<file path="src/rtl/sds_pkg.sv">
// shared types and constants for the sparse dot-product scaler
// no dependencies
package sds_pkg;

  localparam int LIST_DEPTH = 64;
  localparam int INDEX_BITS = 16;
  localparam int ADDR_W     = $clog2(LIST_DEPTH);
  localparam int CNT_W      = $clog2(LIST_DEPTH + 1);
  localparam int VALUE_W    = 17;
  localparam int ENTRY_W    = INDEX_BITS + VALUE_W;
  localparam int QUEUE_DEPTH = 4;

  localparam logic [VALUE_W-1:0] ONE_Q16 = 17'd65536;

  typedef enum logic [1:0] {
    CMD_LOAD_A  = 2'd0,
    CMD_LOAD_B  = 2'd1,
    CMD_COMPUTE = 2'd2,
    CMD_NONE    = 2'd3
  } cmd_e;

  typedef enum logic [1:0] {
    STATUS_OK       = 2'd0,
    STATUS_OVERFLOW = 2'd1,
    STATUS_ORDER    = 2'd2
  } status_e;

  typedef enum logic [2:0] {
    ST_IDLE,
    ST_RD,
    ST_CMP,
    ST_ACC,
    ST_SCALE,
    ST_FIN
  } state_t;

  typedef struct packed {
    logic [1:0]  cmd;
    logic [15:0] index;
    logic [16:0] value;
  } req_t;

  typedef struct packed {
    logic [16:0] result;
    logic [6:0]  matches_res;
    logic [1:0]  status;
  } rsp_t;

  // classified operation passed from front to back
  typedef struct packed {
    cmd_e                  op;
    logic [INDEX_BITS-1:0] index;
    logic [VALUE_W-1:0]    value;
  } op_t;

endpackage

</file>
<file path="src/rtl/sds_front.sv">
// front end: accepts request transactions, clamps values, drops unused commands
// depends on sds_pkg
module sds_front
  import sds_pkg::*;
(
  input  logic req_valid,
  output logic req_ready,
  input  req_t req,
  output logic push_valid,
  input  logic push_ready,
  output op_t  push_data
);

  logic keep;

  // unused command is consumed without entering the queue
  assign keep       = (req.cmd != CMD_NONE);
  assign req_ready  = push_ready;
  assign push_valid = req_valid && keep;

  always_comb begin
    push_data.op    = cmd_e'(req.cmd);
    push_data.index = req.index[INDEX_BITS-1:0];
    push_data.value = (req.value > ONE_Q16) ? ONE_Q16 : req.value;
  end

endmodule

</file>
<file path="config.mk">
export PLATFORM = sky130hd
export DESIGN_NAME = sds_front
export DESIGN_NICKNAME = d
export VERILOG_FILES = /design/src/rtl/sds_pkg.sv /design/src/rtl/sds_front.sv
export SDC_FILE = /design/constraint.sdc
export NUM_CORES = 1
export LEC_CHECK = 0
export BUFFER_PORTS_ARGS = -buffer_cell sky130_fd_sc_hd__buf_2
export CORE_AREA = 2 2 39 41
export DETAILED_ROUTE_END_ITERATION = 10
export DIE_AREA = 0 0 41 43
export GPL_ROUTABILITY_DRIVEN = 0
export PLACE_DENSITY = 0.88
export SLEW_MARGIN = 20
export SYNTH_ARGS = -nofsm -noshare
export SYNTH_HDL_FRONTEND = slang
export SYNTH_SLANG_ARGS = --single-unit
</file>
<file path="constraint.sdc">
create_clock -name vclk -period 1.9
set_clock_uncertainty 0.15 [all_clocks]
set_input_delay 0.285 -clock vclk [all_inputs]
set_output_delay 0.285 -clock vclk [all_outputs]
set_load 0.02 [all_outputs]
</file>
== Word level (Yosys, flattened, before mapping) ==
Index checks and enable logic that the tools add are counted.
Storage, ports and cells
  bits of input ports: 37
  memory bits (writable): 0
  memory bits (read-only): 0
  output and inout port bits: 37
  register bits after elaboration: 0
  memories kept: 0
  bits in latches: 0
Cells by class
  $mul: 0
  shift operators: 0
  reduce and logical (&&, ||, !) cells: 1
  div/mod/pow operators: 0
  muxes and demuxes: 1
  $add $sub $neg: 0
  $lt $le $gt $ge: 1
  bitwise operators: 0
  eq/ne operators: 1
Operators by type and width (count)
  $gt A17 B17 Y1 const B: 1
  $mux W17: 1
  $ne A2 B2 Y1 const B: 1
  $logic_and A1 B1 Y1: 1

== Longest topological paths before layout ==
  depth in word-level cells: 2
  gate-level depth with buffers: 3
  gate-level depth less buffers: 3

== Least setup slack after synthesis ==
No wires, ideal clock.
  kind: input -> output
  start point: input req[5] (netlist bit)
  end point: output push_data[10] (netlist bit)
  buffers on the path: 0
  stages on the path: 3
  required time: 1.465 ns
  slack: 0.262 ns
  arrival time: 1.203 ns
  cells stage by stage: nor4_2 -> a41oi_4 -> nor2b_1
RTL lines
  start: declaration: RTL line sds_front.sv:8  | input req_t req,
  end: declaration: RTL line sds_front.sv:11  | output op_t push_data

==> metrics.yaml <==
die_w_um: 41
rsz0062_at_grt: "false"
pwr-share-clk: 0
clockBufferCount: 0
yosysUniqueCellTypes: 9
global_route.usage.met2: 0.169
track_usage: 0.0769
cts_hold_buf: 0
grt_pass1_wl_um: 1030
p_leak_nw: 0.226
holdCritPathClass: "in -> out"
drtIter0Drc: 0
min_period_over_period: 0.928
ant_nets: 0
drive_gt1_frac: 0.730
fin_nets: 102
pin_count: 74
status: "completed"
synth-seq-area-share: 0
vias_per_cell: 4.27
p_int_w: 0.0000442
antenna_found_initial: 0
grt_pass1_vias: 303
path_cells: "buf_2 -> nor4_2 -> a41oi_4 -> nor2b_1 -> buf_2"
std_cell_rows: 14
die_y_um: 43
ir_drop_mv: 0.0605
grtUsageMet1: 0.0538
ys_warn_count: 0
power_w: 0.000107
path_buf_inv: 2
relSlewSlack: 0.761
syn_to_final_growth_pct: 23.2
wirelength_um: 756
dp_cells: 79
fin_crit_ns: 1.76
wl_per_cell_um: 9.57
seq_area_um2: 0
fin_cells: 79
grtUsageMet3: 0.0262
design.seq.count: 0
grt_overflow_total: 0
synth_top_area_share: 0.401
tns_ns: 0
p_sw_w: 0.0000632
synth_cells: 43
start_kind: "input port"
setup_viol: 0
cp_max_fo: 10
n_antenna_cell: 0
timing.critical_path.mode_cell: "buf_2"
cp_slowest_cell: "nor4_2"
via_count: 337
first_pass_iters: 1
worstSetupPathType: "in -> out"
worst-endpoint-required_ns: 1.46
arrival_ns: 1.33
grt.busiest_layer: "met2"
die_area_um2: 1760
cp_top_family: "simple AND/OR/NAND/NOR gates"
p_comb_frac: 1.000
drc_errors: 0
syn-cell-area_um2: 355
max_slew.worst_pin.slew_ns: 0.357
cp-end-kind: "primary output"
grt_max_degree: 11
final_common_cell: "buf_2"
seqPwrFrac: 0
coreArea_um2: 1380
critPathMaxStageDelay_ns: 0.35
layout_common_cells: "buf_2, nor2b_1, nor4_4"
design_area_um2: 438
syn_avg_cell_area_um2: 8.26
drv_cap: 0
syn_nets: 80
portBuffers: 40
place_area_um2: 429
finalHoldViolCount: 0
synthTopCellsByArea: "buf_4, nor2b_1, nor4_4"
final-max-slew-violation-count: 0
yosysTopAreaCell: "buf_4"
fmax_ghz: 0.567
start_util: 0.257
switching_share: 0.589
hold_ws_ns: 0.420
fillers: 153
p_per_area_nw_per_um2: 245
final cells by class:
type	instances	area, um2	share of cell area
inverter	1	3.75	0.00857
multi-input combinational	22	214	0.489
tap	16	20.0	0.0457
timing repair buffer	40	200	0.457
synthesized netlist by cell type, drive strengths merged:
library cell / instances
a41oi: 1
nor2b: 16
clkbuf: 1
nor4: 4
buf: 19
a21boi: 1
inv: 1
routing by layer:
| metal | wire (um) | vias up |
|---|---|---|
| met5 | 0 | - |
| met4 | 0 | 0 |
| met3 | 101 | 0 |
| met2 | 445 | 25 |
| met1 | 209 | 151 |
| li1 | - | 161 |
final timing paths:
kind	cells after the start	slack [ns]	start	to
setup / recovery	5	0.14	req[0]	push_data[15]
hold / removal	0	0.42	req[18]	push_data[18]
kinds of logic after synthesis:
group,share of synthesized area
compound gates,0.0986
buf+inv,0.423
simple gates,0.479
power by group through the flow:
stage	combinational, W	sequential [W]	clock, W
floorplan	0.000110	0	0
global placement	0.000105	0	0
detailed placement	0.000107	0	0
CTS	0.000107	0	0
global route	0.000116	0	0
finish	0.000107	0	0
stage by stage:
stage	worst slack (ns)	util
after floorplan	0.262	-
after global placement	0.127	0.310
after detailed placement	0.0737	0.310
after CTS	0.0676	0.310
after global routing	0.0233	0.316
final	0.136	0.316
repair_timing:
action,in CTS,in global routing
hold endpoints to repair,0,0
resized for setup,0,1
endpoints found under the setup margin,0,2
buffers inserted,0,0
No activity file was read; power rests on OpenSTA's default activity.
