File: src/rtl/sds_pkg.sv
// shared types and constants for the sparse dot-product scaler
// no dependencies
package sds_pkg;

  localparam int LIST_DEPTH = 64;
  localparam int INDEX_BITS = 16;
  localparam int ADDR_W     = $clog2(LIST_DEPTH);
  localparam int CNT_W      = $clog2(LIST_DEPTH + 1);
  localparam int VALUE_W    = 17;
  localparam int ENTRY_W    = INDEX_BITS + VALUE_W;
  localparam int QUEUE_DEPTH = 4;

  localparam logic [VALUE_W-1:0] ONE_Q16 = 17'd65536;

  typedef enum logic [1:0] {
    CMD_LOAD_A  = 2'd0,
    CMD_LOAD_B  = 2'd1,
    CMD_COMPUTE = 2'd2,
    CMD_NONE    = 2'd3
  } cmd_e;

  typedef enum logic [1:0] {
    STATUS_OK       = 2'd0,
    STATUS_OVERFLOW = 2'd1,
    STATUS_ORDER    = 2'd2
  } status_e;

  typedef enum logic [2:0] {
    ST_IDLE,
    ST_RD,
    ST_CMP,
    ST_ACC,
    ST_SCALE,
    ST_FIN
  } state_t;

  typedef struct packed {
    logic [1:0]  cmd;
    logic [15:0] index;
    logic [16:0] value;
  } req_t;

  typedef struct packed {
    logic [16:0] result;
    logic [6:0]  matches_res;
    logic [1:0]  status;
  } rsp_t;

  // classified operation passed from front to back
  typedef struct packed {
    cmd_e                  op;
    logic [INDEX_BITS-1:0] index;
    logic [VALUE_W-1:0]    value;
  } op_t;

endpackage

File: src/rtl/sds_fifo.sv
// short operation queue between front and back
// depends on sds_pkg
module sds_fifo
  import sds_pkg::*;
(
  input  logic clk,
  input  logic rst,
  input  logic push_valid,
  output logic push_ready,
  input  op_t  push_data,
  output logic pop_valid,
  input  logic pop_ready,
  output op_t  pop_data
);

  localparam int PTR_W = $clog2(QUEUE_DEPTH);

  op_t              mem [QUEUE_DEPTH];
  logic [PTR_W-1:0] wr_ptr;
  logic [PTR_W-1:0] rd_ptr;
  logic [PTR_W:0]   count;
  logic             push;
  logic             pop;

  assign push_ready = (count != (PTR_W+1)'(QUEUE_DEPTH));
  assign pop_valid  = (count != '0);
  assign pop_data   = mem[rd_ptr];
  assign push       = push_valid && push_ready;
  assign pop        = pop_valid && pop_ready;

  always_ff @(posedge clk) begin
    if (push) begin
      mem[wr_ptr] <= push_data;
    end
  end

  always_ff @(posedge clk) begin
    if (rst) begin
      wr_ptr <= '0;
      rd_ptr <= '0;
      count  <= '0;
    end else begin
      if (push) wr_ptr <= wr_ptr + 1'b1;
      if (pop)  rd_ptr <= rd_ptr + 1'b1;
      if (push && !pop)      count <= count + 1'b1;
      else if (pop && !push) count <= count - 1'b1;
    end
  end

endmodule

File: config.mk
export PLATFORM = sky130hd
export DESIGN_NAME = sds_fifo
export DESIGN_NICKNAME = d
export VERILOG_FILES = /design/src/rtl/sds_pkg.sv /design/src/rtl/sds_fifo.sv
export SDC_FILE = /design/constraint.sdc
export NUM_CORES = 1
export LEC_CHECK = 0
export ABC_AREA = 1
export BUFFER_PORTS_ARGS = -buffer_cell sky130_fd_sc_hd__buf_2
export CAP_MARGIN = 20
export CORE_UTILIZATION = 51
export DETAILED_ROUTE_END_ITERATION = 12
export GPL_TIMING_DRIVEN = 0
export PLACE_DENSITY = 0.75
export SYNTH_ARGS = -nofsm -noshare
export SYNTH_HDL_FRONTEND = slang
export SYNTH_SLANG_ARGS = --single-unit
File: constraint.sdc
create_clock -name clk -period 2.4 [get_ports clk]
set_input_delay 0.24 -clock clk [delete_from_list [all_inputs] [get_ports clk]]
set_output_delay 0.24 -clock clk [all_outputs]
set_load 0.05 [all_outputs]
## After elaboration in Yosys (flattened, before gate mapping)

Memories as Yosys holds them, arrays and structs flattened. A register that Yosys moved wholly into a read port is not among the register bits.
Cells that the tools add are included.

- Add/subtract/negate cells: 4
- Equality and inequality tests: 1
- Multiplexer cells: 6
- Reductions and logical operators: 8

Operators by type and width:

| kind | count |
|---|---|
| 3-bit 2-to-1 mux | 2 |
| 2-bit by 1-bit adder with 2-bit output, second input constant | 2 |
| 1-bit logical AND | 4 |
| 2-bit 2-to-1 mux | 2 |
| 3-bit by 1-bit adder with 3-bit output, second input constant | 1 |
| 3-bit != test, second input constant | 1 |
| 3-bit nonzero test | 1 |
| 3-bit by 1-bit subtractor with 3-bit output, second input constant | 1 |
| 1-bit logical NOT | 2 |
| 1-bit 2-to-1 mux | 2 |
| 2-bit nonzero test | 1 |

- Register bits after elaboration: 7
- Bits in writable memories: 140
- Input bits: 39
- Output and inout bits: 37
- Logic and storage cells: 23
- Memories: 1

Memory list:

| name | depth | width | read ports | clocked after memory_dff | wr ports | line | text |
|---|---|---|---|---|---|---|---|
| mem | 4 | 35 | 1 | 1 | 1 | sds_fifo.sv:18 | `op_t mem [QUEUE_DEPTH];` |

## Longest topological paths before layout

Gate-level depths: netlist of the first run.

- Word-level depth: 6
- Gate-level depth with buffers: 13
- Gate-level depth less buffers: 13

## Worst setup path after synthesis of the first run

OpenSTA, ideal clock, no wires.

- Kind: reg-to-reg
- Start: register count[0]
- End: memory mem[0][0] in the netlist's numbering (enable)
- Library setup time: 0.427 ns
- Arrival: 2.492 ns
- Required time: 1.973 ns
- Slack: -0.520 ns
- Stages on the path, launching flop included: 5
- Cells stage by stage: dfxtp_1 -> nor2_1 -> nand2_1 -> nand2_2 -> nor2_1

- Word-level cells in the longest chain between the ends: 4

RTL lines:

| what | line | text |
|---|---|---|
| start, declared | sds_fifo.sv:21 | `logic [PTR_W:0] count;` |
| start signal, assigned | sds_fifo.sv:45 | `if (push && !pop) count <= count + 1'b1;` |
| start signal, assigned | sds_fifo.sv:46 | `else if (pop && !push) count <= count - 1'b1;` |
| 3-bit != test | sds_fifo.sv:25 | `assign push_ready = (count != (PTR_W+1)'(QUEUE_DEPTH));` |
| via push_ready | sds_fifo.sv:9 | `output logic push_ready,` |
| 1-bit logical AND | sds_fifo.sv:28 | `assign push = push_valid && push_ready;` |
| 1-bit 2-to-1 mux | sds_fifo.sv:32 | `if (push) begin` |
| 1-bit 2-to-1 mux (not written as such) | sds_fifo.sv:33 | `mem[wr_ptr] <= push_data;` |
| end, declared | sds_fifo.sv:18 |  |

The timed path passes the listed nets, and every way through them passes these cells.

==> results of run 1 <==
stage by stage:
stage | instance area [um2] | setup TNS [ns] | std cells | hold WS (ns) | setup WS (ns)
2_1_floorplan | 5645 | -72.74 | 406 | 0.3091 | -0.5196
3_3_place_gp | 6196 | -175.11 | 621 | 0.4507 | -1.278
3_5_place_dp | 6329 | 0 | 625 | 0.4560 | 0.3348
4_1_cts | 7278 | 0 | 693 | 0.003520 | 0.1277
5_1_grt | 7278 | 0 | 693 | 0.02689 | 0.00007283
6_report | 7278 | 0 | 693 | 0.03105 | 0.1733
critical path: stages (launching register included):
cell	delay, ns
dfxtp_1	0.41
inv_2	0.17
buf_2	0.24
o21ai_0	0.12
o22ai_1	0.20
buf_2	0.31
synth_stat cells:
library cell / instances
inv_1: 14
nand2_2: 1
nor2_1: 84
nand2_1: 14
xor2_1: 1
edfxtp_1: 140
clkbuf_2: 1
nand3_1: 4
ha_1: 5
o21ai_0: 51
inv_4: 1
buf_4: 2
dfxtp_1: 9
inv_2: 1
fa_1: 1
o21ai_1: 20
buf_6: 1
nand3b_1: 1
a21oi_1: 3
buf_2: 17
o22ai_1: 35
per-layer routing:
layer | wire [um] | vias to the layer above | track usage [%]
li1 | - | 1766 | -
met1 | 4902 | 1799 | 27.16
met2 | 6362 | 119 | 38.34
met3 | 692 | 14 | 7.599
met4 | 139 | 0 | 8.023
met5 | 0 | - | 0
logic make-up after synthesis:
logic type                 synth area share (%)
and+or+nand+nor                           7.114
xor gates and xnor gates                 0.1552
AOI/OAI and AO/OA                         10.44
adders and majority gates                 1.463
DFF                                       77.66
buffers and inverters                     3.169
cells in the final DEF (no fill, tap or decap), types with 4 or more instances in the layout:
master | Yosys | routed
nand3_1 | 4 | 4
clkbuf_16 | 0 | 19
o21ai_1 | 20 | 20
buf_2 | 17 | 92
nand2_1 | 14 | 14
nor2_4 | 0 | 4
inv_1 | 14 | 14
ha_1 | 5 | 5
nor2_1 | 84 | 80
inv_4 | 1 | 5
o21ai_0 | 51 | 51
o22ai_1 | 35 | 35
clkbuf_8 | 0 | 4
dlygate4sd3_1 | 0 | 36
edfxtp_1 | 140 | 140
dfxtp_1 | 9 | 9
power breakdown:
group	switching, uW	internal (uW)	leakage [uW]
sequential	91.8	3160	0.00136
clock	1010	1540	0.000294
combinational	2150	699	0.00103
cell type report:
cell class	instances	area share, %
clock buffer	24	7.341
clock inverter	8	0.7564
inverter	16	0.8595
multi-input combinational	220	15.28
buffer	21	1.599
tap	140	2.407
sequential	149	60.24
timing repair buffer	115	11.52
final timing paths:
check                    startpoint                endpoint  slack (ns)
min                       pop_ready               flip-flop        0.03
min reg2reg  rd_ptr[0]$_SDFFE_PP0P_  rd_ptr[0]$_SDFFE_PP0P_        0.51
max                       flip-flop            pop_data[26]        0.17
max reg2reg   count[0]$_SDFFE_PP0P_   count[2]$_SDFFE_PP0P_        0.32
what timing repair did:
| item | CTS | global route |
|---|---|---|
| hold buffers | 36 | 0 |
| buffers inserted | 0 | 0 |
| hold endpoints to repair | 145 | 0 |
| resized for setup | 0 | 0 |
registers in the layout, summed over array words and instances (netlist names), named ones only:
name	count
count	3
wr_ptr	2
mem	140
rd_ptr	2
==> results.toml, run 1 <==
[power_and_ir_drop]
max-vdd-ir-drop_mv = 0.7855
power.total_uw = 8659
leakage_uw = 0.002683
power_density_nw_per_um2 = 1190

[floorplan]
ios = 76
initial_utilization_pct = 52.31
design.core.area_um2 = 10790
die-height_um = 107.2
die-area_um2 = 11490
placement_rows = 38
chip_width_um = 107.2

[logic_synthesis]
postSynthNetCount = 451
yosysWarningCount = 0
synth.area.top_cells = "edfxtp_1 (74%), nor2_1 (5.6%), o21ai_0 (4.5%)"
yosys.area.top_type = "edfxtp_1"
synth_top_area_share_pct = 74.47
ys_seq_elements = 149
syn_inst = 406
synth-seq-area-share_pct = 77.66
synthesis.area_per_instance_um2 = 13.90
post_synth_num_cell_types = 21
synth.cell_area_um2 = 5645

[placed_design]
buffer_ports.inserted = 75
routabilityCongestion = 0.7108
dpl.hpwl_mm = 7.372

[sta]
timing_hold_violations_final = 0
clock_skew_ns = 0.008907
final_worst_path_cycle_share_pct = 92.78
grt_setup_unrepaired = "no"
timing.final.setup_violations = 0
period_needed_ns = 2.227
finalMaxSlewViolations = 0
max_freq_mhz = 449.1
least_margin_pin_slew_ns = 0.6460
maxSlewHeadroom_pct = 56.83

[grt]
vias_in_the_first_global_route = 3769
grt_max_degree = 27
antenna_found_initial = 0
track_usage_pct = 22.70
total_grt_overflow = 0
grt_pass1_wl_mm = 18.82

[finish]
area_delta_synth_final_pct = 28.92
final_layout_size_suffix_gt1_share_pct = 24.95
num_antenna_cells = 0
finish.net_count = 585
multiInputGateArea_um2 = 1112
finalCoreUtilization_pct = 67.44
filler_cell_count = 782
final-seq-area_um2 = 4384

[route]
via_density_per_instance = 5.336
via_count = 3698
dr.first_iter.drc_count = 243
drtPass1Iterations = 4
routedWlPerCell_um = 17.45
routed_wl_mm = 12.10
route.antenna.remaining_nets = 0
drc_errors = 0

[outcome]
run_status = "finished, final reports clean"

[clocking]
clk-insertion-delay-late_ns = 0.53
cts.sinks = 149
cts_htree_levels = 4
cts-buffers-inserted = 17
clk_root_buffer_cell = "clkbuf_8"
clock_tree.buffer_depth = 2
clkTransAtPathRegs_ns = 0.06
cts_tree = "done"

[critical_path]
worst-endpoint-required_ns = 2.16
crit_path_dat_ns = 1.99
r2r.worst_path.cells = 13
crit_path_start_kind = "flip-flop"
critPathCaptureType = "output pin"
crit_path_max_fanout = 10
path_class = "reg -> out"

[min_path]
hold_path.class = "in -> reg"
hold_path_depth = 3

[flow_run]
drv_cap = 0
No activity file was read; power rests on OpenSTA's default activity.
==> run 2: changes to the inputs <==
--- a/config.mk
+++ b/config.mk
@@ -8,10 +8,11 @@
 export ABC_AREA = 1
 export BUFFER_PORTS_ARGS = -buffer_cell sky130_fd_sc_hd__buf_2
 export CAP_MARGIN = 20
-export CORE_UTILIZATION = 51
+export CORE_UTILIZATION = 30
 export DETAILED_ROUTE_END_ITERATION = 12
 export GPL_TIMING_DRIVEN = 0
-export PLACE_DENSITY = 0.75
+export RECOVER_POWER = 100
+export REMOVE_ABC_BUFFERS = 1
 export SYNTH_ARGS = -nofsm -noshare
 export SYNTH_HDL_FRONTEND = slang
 export SYNTH_SLANG_ARGS = --single-unit
==> results.toml, run 2 (same netlist as run 1, synthesis figures left out) <==
[sta]
timing_hold_violations_final = 0
clock_skew_ns = 0.004899
final_worst_path_cycle_share_pct = 95.60
finalWorstSetupSlack_ns = 0.1056
grt_setup_unrepaired = "no"
maxSlewHeadroom_pct = 49.71
final.hold.worst_slack_ns = 0.05236
timing.final.setup_violations = 0
finalMaxSlewViolations = 0
period_needed_ns = 2.294
max_freq_mhz = 435.8
least_margin_pin_slew_ns = 0.7536

[route]
routedWlPerCell_um = 16.60
route.antenna.remaining_nets = 0
routed_wl_mm = 12.05
drtPass1Iterations = 8
drc_errors = 4
via_density_per_instance = 4.770
via_count = 3463
dr.first_iter.drc_count = 144

[critical_path]
reg2reg_to = "count[1]$_SDFFE_PP0P_"
slowest_stage = "dfxtp_4"
path_class = "reg -> out"
critical_register_to_register_path_startpoint = "count[0]$_SDFFE_PP0P_"
worst-endpoint-required_ns = 2.16
timing.reg2reg.setup_slack_ns = 0.20
critPathCaptureType = "output pin"
crit_path_dat_ns = 2.05
crit_path_start_kind = "flip-flop"
worst_path_max_stage_delay_ns = 0.49
crit_path_max_fanout = 36
cp_cell_sequence = "inv_4 -> o21ai_0 -> o22ai_1 -> buf_2"
r2r.worst_path.cells = 9

[min_path]
hold_path.class = "in -> reg"
start_point_of_the_worst_hold_path = "rst"
hold_path_depth = 2

[power_and_ir_drop]
p_comb_share_pct = 30.6
power.total_uw = 8422
seqPwrFrac_pct = 39.7
share_of_total_power_consumed_by_net_switching_pct = 37.05
clockPowerShare_pct = 29.7
power_density_nw_per_um2 = 1230
power.net_switching_uw = 3121
leakage_uw = 0.002337
max-vdd-ir-drop_mv = 0.7680
cellInternalPower_uw = 5301

[floorplan]
die-area_um2 = 19370
die-height_um = 139.2
initial_utilization_pct = 31.00
placement_rows = 49
ios = 76
design.core.area_um2 = 18210
chip_width_um = 139.2

[finish]
largest-register = "mem"
mostFrequentLayoutCells = "edfxtp_1 (140), nor2_1 (80), o21ai_0 (51)"
area_delta_synth_final_pct = 21.25
finish.net_count = 529
num_antenna_cells = 0
final_layout_size_suffix_gt1_share_pct = 15.29
final_common_cell = "edfxtp_1"
reg.largest.list = "mem x140, count x3"
filler_cell_count = 1739
largest_register_ffs = 140
multiInputGateArea_um2 = 1105
final-seq-area_um2 = 4392

[grt]
grt_max_degree = 71
vias_in_the_first_global_route = 3621
total_grt_overflow = 0
grt_pass1_wl_mm = 19.02
antenna_found_initial = 0
track_usage_pct = 13.24

[clocking]
clock_tree.buffer_depth = 2
clk-insertion-delay-late_ns = 0.41
cts.sinks = 149
clkTransAtPathRegs_ns = 0.05
cts-buffers-inserted = 17
postCtsSetupRepairBufs = 0
clk_root_buffer_cell = "clkbuf_16"
cts_htree_levels = 4
post_cts_hold_buffer_count = 0
cts_tree = "done"

[placed_design]
buffer_ports.inserted = 75
placement.setup.worst_slack_ns = 0.04829
dpl.hpwl_mm = 7.088
routabilityCongestion = 0.6879

[flow_run]
drv_cap = 0

[outcome]
run_status = "finished with violations"
failed_checks = "design-rule violations"
-- run 2: cell types whose count changed in the layout (fill, tap and decap cells not counted), moves of 3 or more --
cell / change
buf_16: -3
clkbuf_2: +32
inv_4: -4
buf_12: +4
dlygate4sd3_1: -36
buf_2: -87
clkbuf_1: +43
-- run 2: final cells by class --
type	count	area share, %
flip-flops and latches	149	64.16
repair buffers	80	6.269
well taps	229	4.186
inverters	16	1.024
multi-input cells	220	16.14
clock buffers	29	7.604
clock inverters	3	0.6215
-- run 2: critical path, delay by kind of cell, from the launching register on --
family	cells	cell delay, ns
compound gates	2	0.43
buf+inv	2	0.70
flops	1	0.49
-- run 2: power by group through the flow --
stage | Clock [uW] | Sequential, uW | Combinational (uW)
4_1_cts | 2560 | 3350 | 2640
2_1_floorplan | 0 | 3370 | 1850
5_1_grt | 2670 | 3380 | 2780
6_report | 2500 | 3340 | 2580
3_3_place_gp | 0 | 3480 | 2440
3_5_place_dp | 0 | 3400 | 2640
-- run 2: worst max-delay path by stage --
stage,slack [ns],to,start
after floorplan,-0.52,mem[0][0]$_DFFE_PP_,count[0]$_SDFFE_PP0P_
after global placement,-1.68,pop_data[1],flip-flop
after detailed placement,0.05,pop_data[1],flip-flop
after CTS,0.04,pop_data[1],flip-flop
after global routing,0.02,pop_data[1],flip-flop
final,0.11,pop_data[1],flip-flop
-- run 2: metrics by stage --
step / setup TNS [ns] / area [um2] / utilization (%) / cells
after floorplan: -81.23 / 5529 / - / 385
final: 0 / 6845 / 37.59 / 726
after CTS: 0 / 6897 / 37.88 / 726
after global routing: 0 / 6845 / 37.59 / 726
after detailed placement: 0 / 6324 / 34.73 / 694
after global placement: -280.34 / 6191 / 34.00 / 689
-- run 2: layer usage --
layer	vias up	track usage [%]	part of all wire, %
met5	-	0	0
met4	0	3.860	0.85
met3	10	5.041	4.7
met2	61	22.91	50
met1	1744	15.20	44
li1	1648	-	-
-- run 2: repair_timing --
| item | in CTS | in global routing |
|---|---|---|
| cloned | 0 | 0 |
| pin swaps | 0 | 0 |
| resized for setup | 4 | 1 |
| setup endpoints to repair | 35 | 2 |
==> run 3: changes to the inputs <==
--- a/config.mk
+++ b/config.mk
@@ -11,7 +11,7 @@
 export CORE_UTILIZATION = 30
 export DETAILED_ROUTE_END_ITERATION = 12
 export GPL_TIMING_DRIVEN = 0
-export RECOVER_POWER = 100
+export RECOVER_POWER = 50
 export REMOVE_ABC_BUFFERS = 1
 export SYNTH_ARGS = -nofsm -noshare
 export SYNTH_HDL_FRONTEND = slang
==> results.toml, run 3 (same netlist as run 1, synthesis figures left out) <==
[min_path]
hold_path_depth = 2
hold_path.class = "in -> reg"

[clocking]
cts-buffers-inserted = 17
clkTransAtPathRegs_ns = 0.05
postCtsSetupRepairBufs = 0
clk_root_buffer_cell = "clkbuf_16"
clock_tree.buffer_depth = 2
cts_htree_levels = 4
post_cts_hold_buffer_count = 0
clk-insertion-delay-late_ns = 0.41
cts.sinks = 149
cts_tree = "done"

[placed_design]
routabilityCongestion = 0.6879
placement.setup.worst_slack_ns = 0.04829
buffer_ports.inserted = 75
placedInstanceArea_um2 = 6324
dpl.hpwl_mm = 7.088

[grt]
grt_max_degree = 71
antenna_found_initial = 0
total_grt_overflow = 0
vias_in_the_first_global_route = 3621
track_usage_pct = 13.24
grt_pass1_wl_mm = 19.02

[finish]
postLayoutCellArea_um2 = 6845
filler_cell_count = 1739
largest-register = "mem"
multiInputGateArea_um2 = 1105
final-seq-area_um2 = 4392
largest_register_ffs = 140
final_layout_size_suffix_gt1_share_pct = 15.29
mostFrequentLayoutCells = "edfxtp_1 (140), nor2_1 (80), o21ai_0 (51)"
final_common_cell = "edfxtp_1"
area_delta_synth_final_pct = 21.25
reg.largest.list = "mem x140, count x3"
finish.net_count = 529
num_antenna_cells = 0

[critical_path]
critPathBufInv = 2
cell_family_contributing_the_most_delay_on_the_critical_path = "buffers and inverters"
path_class = "reg -> out"
worst-path-stages = 4
slowest_stage = "dfxtp_4"
crit_path_max_fanout = 36
crit_path_dat_ns = 2.01
worst-endpoint-required_ns = 2.16
crit_path_start_kind = "flip-flop"
cp_cell_sequence = "inv_4 -> o21ai_0 -> o22ai_1 -> buf_2"
worst_path_max_stage_delay_ns = 0.49
r2r.worst_path.cells = 9
critPathCaptureType = "output pin"

[sta]
finalMaxSlewViolations = 0
finalWorstSetupSlack_ns = 0.1467
max_freq_mhz = 443.8
least_margin_pin_slew_ns = 0.7598
grt_setup_unrepaired = "no"
maxSlewHeadroom_pct = 49.29
period_needed_ns = 2.253
final_worst_path_cycle_share_pct = 93.89
clock_skew_ns = 0.004530
timing_hold_violations_final = 0
setup-tns-final_ns = 0
timing.final.setup_violations = 0

[power_and_ir_drop]
power_density_nw_per_um2 = 1231
leakage_uw = 0.002328
max-vdd-ir-drop_mv = 0.7696
power.total_uw = 8424

[route]
dr.first_iter.drc_count = 153
drtPass1Iterations = 9
routed_wl_mm = 12.08
routedWlPerCell_um = 16.64
via_density_per_instance = 4.780
route.antenna.remaining_nets = 0
drc_errors = 4
via_count = 3470

[floorplan]
initial_utilization_pct = 31.00
die-height_um = 139.2
ios = 76
design.core.area_um2 = 18210
chip_width_um = 139.2
die-area_um2 = 19370
placement_rows = 49

[flow_run]
drv_cap = 0

[outcome]
run_status = "finished with violations"
failed_checks = "design-rule violations"
[run 3: cell types whose count changed in the layout (fill, tap and decap cells not counted)]
cell and delta:
buf_2 +33, clkbuf_2 -33
[run 3: timing repair]
item                                    in CTS  in global routing
endpoints found under the setup margin      35                  2
gates resized for setup                      4                  1
pin swaps                                    0                  0
[run 3: worst register-to-register path, cell delays in order (launching register included)]
cell and delay [ns]:
dfxtp_1 0.35, nor2_1 0.18, nand2_1 0.15, nand2_1 0.32, inv_1 0.13, ha_1 0.23
inv_1 0.08, fa_1 0.42, o21ai_0 0.18, nor2_1 0.06
[run 3: final timing paths]
| path | from | to | slack (ns) |
|---|---|---|---|
| setup reg to reg | count[0]$_SDFFE_PP0P_ | count[1]$_SDFFE_PP0P_ | 0.20 |
| hold reg to reg | rd_ptr[0]$_SDFFE_PP0P_ | flip-flop | 0.51 |
| hold / removal | rst | flip-flop | 0.05 |
| setup / recovery | flip-flop | pop_data[1] | 0.15 |
[run 3: per-layer routing]
metal | track usage (%) | share of wire [%] | vias up
met1 | 15.20 | 44 | 1741
met4 | 3.860 | 0.84 | 0
met3 | 5.041 | 5.1 | 10
met5 | 0 | 0 | -
li1 | - | - | 1646
met2 | 22.91 | 50 | 73
[run 3: area by class of cell]
class,count,share of cell area (%)
timing repair buffer,80,6.269
clock buffer,29,7.604
clock inverter,3,0.6215
inverter,16,1.024
tap,229,4.186
multi-input combinational,220,16.14
sequential,149,64.16
[run 3: stage by stage]
step           hold slack [ns]  instances  utilization (%)
2_1_floorplan           0.3091        385                -
3_3_place_gp            0.4506        689            34.00
3_5_place_dp            0.4590        694            34.73
4_1_cts                0.02216        726            37.88
5_1_grt                0.04219        726            37.59
6_report               0.05196        726            37.59
[run 3: power by group]
part	switching (uW)	internal, uW
Sequential	177	3170
Combinational	2000	580
Clock	936	1570
Total	3110	5310
